===== src/rtl/core/bdq_pkg.sv =====
// Package with the shared constants, types and helper functions of the deque.
`timescale 1ns / 1ps

package bdq_pkg;

    localparam int CAPACITY   = 256;
    localparam int VALUE_BITS = 32;
    localparam int PTR_W      = (CAPACITY > 1) ? $clog2(CAPACITY) : 1;
    localparam int CNT_W      = $clog2(CAPACITY + 1);
    localparam int SUM_W      = CNT_W + 1;
    localparam int OP_W       = 2;
    localparam int POS_W      = 8;
    localparam int STATUS_W   = 3;
    localparam int RD_W       = 32;
    localparam int CMP_W      = (CNT_W > POS_W) ? CNT_W : POS_W;

    typedef enum logic [OP_W-1:0] {
        OP_ADD_FRONT = 2'd0,
        OP_ADD_BACK  = 2'd1,
        OP_REMOVE    = 2'd2,
        OP_READ      = 2'd3
    } op_t;

    typedef enum logic [STATUS_W-1:0] {
        ST_OK       = 3'd0,
        ST_EMPTY    = 3'd1,
        ST_BADIDX   = 3'd2,
        ST_FULL     = 3'd3,
        ST_NOTFOUND = 3'd4
    } status_t;

    typedef enum logic [1:0] {
        S_IDLE,
        S_RD_WAIT,
        S_SCAN,
        S_SHIFT
    } state_t;

    typedef struct packed {
        logic                  we;
        logic [PTR_W-1:0]      waddr;
        logic [VALUE_BITS-1:0] wdata;
        logic [PTR_W-1:0]      raddr;
    } ram_req_t;

    function automatic logic [PTR_W-1:0] slot_of(input logic [PTR_W-1:0] head,
                                                 input logic [CNT_W-1:0] logical);
        logic [SUM_W-1:0] sum;
        sum = SUM_W'(head) + SUM_W'(logical);
        if (sum >= SUM_W'(CAPACITY))
        begin
            sum = sum - SUM_W'(CAPACITY);
        end
        return sum[PTR_W-1:0];
    endfunction

    function automatic logic [PTR_W-1:0] prev_slot(input logic [PTR_W-1:0] head);
        logic [PTR_W-1:0] res;
        if (head == '0)
        begin
            res = PTR_W'(CAPACITY - 1);
        end
        else
        begin
            res = head - PTR_W'(1);
        end
        return res;
    endfunction

endpackage


===== src/rtl/core/bdq_ctrl.sv =====
// Sequencer that tracks head and count and drives adds, reads, scans and shifts.
`timescale 1ns / 1ps

module bdq_ctrl (
    input  logic                              clk,
    input  logic                              rst_n,
    input  logic                              start,
    output logic                              busy,
    input  logic [bdq_pkg::OP_W-1:0]          op,
    input  logic signed [31:0]                value,
    input  logic [bdq_pkg::POS_W-1:0]         position,
    output logic                              done,
    output logic signed [31:0]                read_value,
    output logic [bdq_pkg::STATUS_W-1:0]      status,
    output logic [bdq_pkg::CNT_W-1:0]         count,
    output bdq_pkg::ram_req_t                 ram_req,
    input  logic [bdq_pkg::VALUE_BITS-1:0]    ram_rdata
);
    import bdq_pkg::*;

    state_t                state_reg, state_next;
    logic [PTR_W-1:0]      head_reg, head_next;
    logic [CNT_W-1:0]      count_reg, count_next;
    logic [VALUE_BITS-1:0] value_reg, value_next;
    logic [CNT_W-1:0]      idx_reg, idx_next;
    logic                  cmp_valid_reg, cmp_valid_next;
    logic [CNT_W-1:0]      cmp_idx_reg, cmp_idx_next;
    logic                  wr_valid_reg, wr_valid_next;
    logic [CNT_W-1:0]      wr_idx_reg, wr_idx_next;
    logic                  done_reg, done_next;
    logic [RD_W-1:0]       rd_reg, rd_next;
    status_t               status_reg, status_next;
    logic [CNT_W-1:0]      cnt_out_reg, cnt_out_next;

    op_t                   op_in;
    logic                  accept;
    logic                  full;
    logic                  read_bad;
    logic                  match;
    logic                  scan_last;

    assign op_in     = op_t'(op);
    assign accept    = start && (state_reg == S_IDLE);
    assign full      = (count_reg >= CNT_W'(CAPACITY));
    assign read_bad  = (CMP_W'(position) >= CMP_W'(count_reg));
    assign match     = (ram_rdata == value_reg);
    assign scan_last = ((cmp_idx_reg + CNT_W'(1)) == count_reg);

    always_comb
    begin
        state_next = state_reg;
        case (state_reg)
            S_IDLE:
            begin
                if (start)
                begin
                    case (op_in)
                        OP_REMOVE:
                        begin
                            if (count_reg != '0)
                            begin
                                state_next = S_SCAN;
                            end
                        end
                        OP_READ:
                        begin
                            if ((count_reg != '0) && !read_bad)
                            begin
                                state_next = S_RD_WAIT;
                            end
                        end
                        default:
                        begin
                            state_next = S_IDLE;
                        end
                    endcase
                end
            end
            S_RD_WAIT:
            begin
                state_next = S_IDLE;
            end
            S_SCAN:
            begin
                if (cmp_valid_reg)
                begin
                    if (match)
                    begin
                        state_next = S_SHIFT;
                    end
                    else if (scan_last)
                    begin
                        state_next = S_IDLE;
                    end
                end
            end
            S_SHIFT:
            begin
                if (idx_reg >= count_reg)
                begin
                    state_next = S_IDLE;
                end
            end
            default:
            begin
                state_next = S_IDLE;
            end
        endcase
    end

    always_comb
    begin
        head_next      = head_reg;
        count_next     = count_reg;
        value_next     = value_reg;
        idx_next       = idx_reg;
        cmp_valid_next = 1'b0;
        cmp_idx_next   = cmp_idx_reg;
        wr_valid_next  = 1'b0;
        wr_idx_next    = wr_idx_reg;
        done_next      = 1'b0;
        rd_next        = '0;
        status_next    = ST_OK;
        cnt_out_next   = count_reg;
        ram_req.we     = 1'b0;
        ram_req.waddr  = slot_of(head_reg, wr_idx_reg);
        ram_req.wdata  = ram_rdata;
        ram_req.raddr  = slot_of(head_reg, idx_reg);
        case (state_reg)
            S_IDLE:
            begin
                if (accept)
                begin
                    value_next = VALUE_BITS'(value);
                    case (op_in)
                        OP_ADD_FRONT:
                        begin
                            done_next = 1'b1;
                            if (full)
                            begin
                                status_next = ST_FULL;
                            end
                            else
                            begin
                                head_next     = prev_slot(head_reg);
                                count_next    = count_reg + CNT_W'(1);
                                cnt_out_next  = count_next;
                                ram_req.we    = 1'b1;
                                ram_req.waddr = prev_slot(head_reg);
                                ram_req.wdata = VALUE_BITS'(value);
                            end
                        end
                        OP_ADD_BACK:
                        begin
                            done_next = 1'b1;
                            if (full)
                            begin
                                status_next = ST_FULL;
                            end
                            else
                            begin
                                count_next    = count_reg + CNT_W'(1);
                                cnt_out_next  = count_next;
                                ram_req.we    = 1'b1;
                                ram_req.waddr = slot_of(head_reg, count_reg);
                                ram_req.wdata = VALUE_BITS'(value);
                            end
                        end
                        OP_REMOVE:
                        begin
                            idx_next = '0;
                            if (count_reg == '0)
                            begin
                                done_next   = 1'b1;
                                status_next = ST_NOTFOUND;
                            end
                        end
                        OP_READ:
                        begin
                            ram_req.raddr = slot_of(head_reg, CNT_W'(position));
                            if (count_reg == '0)
                            begin
                                done_next   = 1'b1;
                                status_next = ST_EMPTY;
                            end
                            else if (read_bad)
                            begin
                                done_next   = 1'b1;
                                status_next = ST_BADIDX;
                            end
                        end
                        default:
                        begin
                            done_next = 1'b0;
                        end
                    endcase
                end
            end
            S_RD_WAIT:
            begin
                done_next = 1'b1;
                rd_next   = RD_W'(ram_rdata);
            end
            S_SCAN:
            begin
                if (idx_reg < count_reg)
                begin
                    cmp_valid_next = 1'b1;
                    cmp_idx_next   = idx_reg;
                    idx_next       = idx_reg + CNT_W'(1);
                end
                if (cmp_valid_reg)
                begin
                    if (match)
                    begin
                        cmp_valid_next = 1'b0;
                        idx_next       = cmp_idx_reg + CNT_W'(1);
                    end
                    else if (scan_last)
                    begin
                        cmp_valid_next = 1'b0;
                        done_next      = 1'b1;
                        status_next    = ST_NOTFOUND;
                    end
                end
            end
            S_SHIFT:
            begin
                ram_req.we = wr_valid_reg;
                if (idx_reg < count_reg)
                begin
                    wr_valid_next = 1'b1;
                    wr_idx_next   = idx_reg - CNT_W'(1);
                    idx_next      = idx_reg + CNT_W'(1);
                end
                else
                begin
                    count_next   = count_reg - CNT_W'(1);
                    cnt_out_next = count_next;
                    done_next    = 1'b1;
                end
            end
            default:
            begin
                done_next = 1'b0;
            end
        endcase
    end

    always_ff @(posedge clk or negedge rst_n)
    begin
        if (!rst_n)
        begin
            state_reg     <= S_IDLE;
            head_reg      <= '0;
            count_reg     <= '0;
            cmp_valid_reg <= 1'b0;
            wr_valid_reg  <= 1'b0;
            done_reg      <= 1'b0;
        end
        else
        begin
            state_reg     <= state_next;
            head_reg      <= head_next;
            count_reg     <= count_next;
            cmp_valid_reg <= cmp_valid_next;
            wr_valid_reg  <= wr_valid_next;
            done_reg      <= done_next;
        end
    end

    always_ff @(posedge clk)
    begin
        value_reg   <= value_next;
        idx_reg     <= idx_next;
        cmp_idx_reg <= cmp_idx_next;
        wr_idx_reg  <= wr_idx_next;
        rd_reg      <= rd_next;
        status_reg  <= status_next;
        cnt_out_reg <= cnt_out_next;
    end

    assign busy       = (state_reg != S_IDLE);
    assign done       = done_reg;
    assign read_value = rd_reg;
    assign status     = status_reg;
    assign count      = cnt_out_reg;

endmodule

===== config.mk =====
export PLATFORM = sky130hd
export DESIGN_NAME = bdq_ctrl
export DESIGN_NICKNAME = d
export VERILOG_FILES = /design/src/rtl/core/bdq_pkg.sv /design/src/rtl/core/bdq_ctrl.sv
export SDC_FILE = /design/constraint.sdc
export NUM_CORES = 1
export LEC_CHECK = 0
export BUFFER_PORTS_ARGS = -buffer_cell sky130_fd_sc_hd__buf_4
export CAP_MARGIN = 20
export CORE_UTILIZATION = 38
export CTS_BUF_LIST = sky130_fd_sc_hd__clkbuf_2 sky130_fd_sc_hd__clkbuf_4 sky130_fd_sc_hd__clkbuf_8
export DETAILED_ROUTE_END_ITERATION = 10
export PLACE_DENSITY = 0.67
export SKIP_LAST_GASP = 1
export SLEW_MARGIN = 20
export SYNTH_ARGS = -nofsm -noshare
export SYNTH_HDL_FRONTEND = slang
export SYNTH_SLANG_ARGS = --single-unit

===== constraint.sdc =====
create_clock -name clk -period 6 [get_ports clk]
set_input_delay 0.9 -clock clk [delete_from_list [all_inputs] [get_ports clk]]
set_output_delay 0.9 -clock clk [all_outputs]
set_load 0.02 [all_outputs]

# == Word-level counts from Yosys, hierarchy flattened ==
# Cells that the tools add are included.
# op_classes
add_sub_neg,14
magnitude_cmp,8
eq_ne,16
muxes,58
n_bitwise,1
n_reduce_logical,17
# ops
operator,count
$mux 41,2
$pmux 41 s2,1
$mux 9,9
$mux 49,1
$mux 48,1
$mux 8,6
$sub 8x1->8 const B,5
$eq 32x32->1,1
$add 8x9->10,3
$ge 10x9->1 const B,3
$add 9x1->9 const B,3
$pmux 9 s3,1
$mux 2,10
$ge 9x9->1 const B,2
$pmux 9 s2,1
$sub 9x1->9 const B,2
$mux 3,5
$mux 1,14
$add 8x8->9,1
$eq 9x9->1,1
$ge 8x9->1,1
$ge 9x9->1,1
$logic_not 9->1,1
$lt 9x9->1,1
other kinds (25),38
# totals
register_bits,125
out_inout_bits,95
word_cells,127

# == Depth between registers and ports, before layout ==
# logic_depth
depth_word,7
depth_mapped,11
mapped_depth_nobuf,11

# == Least setup slack after synthesis ==
# OpenSTA, ideal clock, no wires.
# synth_timing
kind,in2out
from,input port start
to,output port ram_req[6] in the netlist's numbering
arrival_ps,2759
required_ps,5100
path_slack_ps,2341
stages,5
path_cell_list,nand2_1 > inv_1 > nand3_1 > clkbuf_1 > o21ai_0
# synth_rtl
item,line,text
"start, declared",bdq_ctrl.sv:7,"input logic start,"
"end, declared",bdq_ctrl.sv:16,"output bdq_pkg::ram_req_t ram_req,"

==> metrics.md <==
| Metric | Value |
|---|---|
| Endpoints failing hold | 0 |
| Fmax | 212.7 MHz |
| DR iter-0 viols | 342 |
| Setup crit start | state_reg[0] |
| Crit path top cell by count | buf_4 |
| Fillers | 1834 |
| Die Footprint | 20390 um^2 |
| Clk slew on worst S/H paths | 0.08 ns |
| Placed cell count | 1207 |
| Crit path launch type | register |
| Total CTS buffers | 17 |
| Maximum vdd drop | 0.0002535 V |
| Ys flop type | edfxtp_1 |
| EDFF count, synth | 58 |
| Area Growth Syn to Fin | 25.16% |
| Grt met1 use | 24.76% |
| Post-place setup slack | 1.903 ns |
| Routed len/inst | 16.95 um |
| Cells along the critical path | inv_1 > ha_1 > nand2_1 > or3_2 > buf_4 > nor2_1 > o21ai_0 > o211ai_1 > buf_4 |
| Antenna violations before repair | 0 |
| Detailed Route WL | 21010 um |
| Via density | 5.097 |
| Total negative slack | 0 ns |
| Placed cell areas | 9050 um^2 |
| Pleak | 4.179 nW |
| Max incr delay on CP | 0.81 ns |
| Unique cell type count in the Yosys netlist | 61 |
| Post-Synthesis Net Count | 940 |
| Clock Skew | 0.01371 ns |
| GR peak layer | met2 |
| Setup-failing EPs final | 0 |
| Vias in the first global route | 6101 |
| Worst-Skew Late Latency | 0.46 ns |
| Via count | 6315 |
| Reg-to-Reg Start | count_reg[2] |
| Status | finished, final reports clean |
| TritonRoute pass-1 iters | 4 |
| CTS sink count | 124 |
| Reg area | 3173 um^2 |
| Height of the die | 142.8 um |
| Non-Filler Instances | 1239 |
| Asr flop ratio synth | 17.74% |
| H-tree lvl count | 4 |
| Final worst slack | 1.299 ns |
| Fraction of layout cells with a size suffix above 1 | 23.00% |
| Die W | 142.8 um |
| Area of the multi-input gates | 4095 um^2 |
| Max capacitance violation total | 0 |
| HP Class | in -> async |
| Root Driver | clkbuf_8 |
| Met2 Track Usage GR | 36.35% |
| RSZ-0062 raised after global routing | no |
| WS Path Type | reg -> out |
| Max-slew violation count | 0 |
| N_diodes | 0 |
| Synth Cell Area | 7535 um^2 |
| CP required | 5.10 ns |
| Pwr Total | 5.168 mW |
| Sequential-to-total area share from yosys stat | 42.11% |
| Core Area | 19460 um^2 |
| Crit-path max FO | 47 |
| CP max stage cell | nor2_1 |
| PortBufs | 171 |
| Starting Density | 38.71% |
| Final Critical Period | 4.701 ns |
| Post-CTS Setup Bufs | 0 |
| Max clock buf depth | 2 |
| First-pass GRT wire length | 32370 um |
| HPWL Detailed | 15960 um |
| Fin area | 9430 um^2 |
| Number of core rows | 51 |
| Largest net degree at the start of global routing | 48 |
| Relative slew slack | 33.73% |
| All-Layer GR Usage | 21.05% |
| Ys Warns | 0 |
| Mean post-synth cell area | 9.383 um^2 |
| TritonCTS clock tree | built |
| Crit path DAT | 3.80 ns |
| Drt drc | 0 |
| Worst Max-Slew Pin Slew | 0.9904 ns |
| Met3 usage in global routing | 4.427% |
| Post-CTS Resized | 0 |
| Synthesized instance count | 803 |
| Placer Congestion | 0.8512 |
| Antenna-violating nets left | 0 |
| Hold Buf Count CTS | 0 |
| Post-layout nets | 1098 |
| P per Cell Area | 548.1 nW/um^2 |
| Setup crit end kind | output port |
| Final period util | 78.34% |
| IO Count | 172 |
| GRT overflow | 0 |
| Yosys reg bits | 124 |
[critical path, delay by kind of cell (launching register included)]
kind,cells,cell delay [ns]
simple gates,3,1.54
flops,1,0.42
fa+ha+maj,1,0.47
buf+inv,3,0.55
compound gates,2,0.35
[where the power goes]
part	switching (mW)	total [mW]	internal, mW
sequential	0.326	1.52	1.20
clock	0.397	0.704	0.306
combinational	1.67	2.94	1.27
[worst paths after layout]
check	endpoint	slack (ns)	cells after the start
max in group asynchronous	state_reg[1]	5.39	1
hold reg to reg	cmp_idx_reg[8]	0.60	0
setup / recovery	ram_req[47]	1.30	9
setup reg to reg	count_reg[5]	2.41	11
hold / removal	head_reg[2]	0.35	1
min in group clk	cmp_idx_reg[8]	0.60	0
[synthesized netlist by cell type (3+ instances only)]
cell      instances  area share [%]
a222oi_1          5            0.66
o31ai_1           3            0.30
or3_1             5            0.42
o21ai_0          25             1.7
mux2i_1           4            0.53
edfxtp_1         58              23
xnor2_1          36             4.2
a21oi_1          44             2.9
clkbuf_1         35             1.7
nor4_1           13             1.1
mux2_2            8             1.2
nor2_1           47             2.3
inv_1            37             1.8
o221ai_1          4            0.46
nor4b_1           3            0.35
nand4_1           8            0.66
nor3_1           17             1.1
ha_1             56             9.3
a31oi_1           5            0.42
o21a_1            6            0.60
and2_1           36             3.0
nor2b_1           7            0.58
nand3_1          19             1.3
fa_1              4             1.1
nand3b_1          3            0.30
a211oi_1          4            0.40
nand2_1         128             6.4
a21o_1           10             1.0
xor2_1           55             6.4
dfxtp_1          44              12
nand2b_1          5            0.42
o22ai_1          10            0.83
o21bai_1          4            0.40
dfrtp_1          22             7.3
[layout by cell type, fill, tap and decap left out, types with 5 or more instances in the layout]
master,n
buf_4,175
nand2_1,128
edfxtp_1,58
xor2_1,55
ha_1,55
nor2_1,47
a21oi_1,44
dfxtp_1,44
inv_1,37
xnor2_1,36
and2_1,36
o21ai_0,25
dfrtp_1,22
nand3_1,19
clkbuf_8,17
nor3_1,16
nor4_1,13
o22ai_1,10
a21o_1,10
mux2_2,8
nand4_1,8
nor2b_1,7
inv_6,7
o21a_1,6
a222oi_1,5
nand2b_1,5
a31oi_1,5
[area by class of cell]
cell class | count | share of cell area, %
Clock buffer | 17 | 2.481
Clock inverter | 15 | 1.526
Inverter | 37 | 1.473
Multi-Input combinational cell | 606 | 43.43
Sequential cell | 124 | 33.65
Tap cell | 265 | 3.516
Timing Repair Buffer | 175 | 13.93
[cells by family (layout without fill, tap and decap cells)]
group / count (synthesis) / count (layout) / share of synthesized area, %
simple gates: 299 / 299 / 18.78
flops: 124 / 124 / 42.11
fa+ha+maj: 61 / 61 / 10.49
compound gates: 141 / 141 / 12.21
mux: 13 / 13 / 1.877
xor+xnor: 92 / 92 / 10.88
buf+inv: 73 / 244 / 3.653
[through the flow]
stage	util, %	hold slack, ns
6_report	48.45	0.3462
5_1_grt	48.45	0.3374
4_1_cts	48.44	0.3318
3_5_place_dp	46.50	0.5712
3_3_place_gp	46.50	0.5580
2_1_floorplan	-	0.4755
[per-layer routing]
metal | vias up | part of all wire (%)
met5 | - | 0
met4 | 0 | 3.4
met3 | 44 | 6.0
met2 | 218 | 49
met1 | 2921 | 42
li1 | 3132 | -
Power figures use the tool's default switching activity.
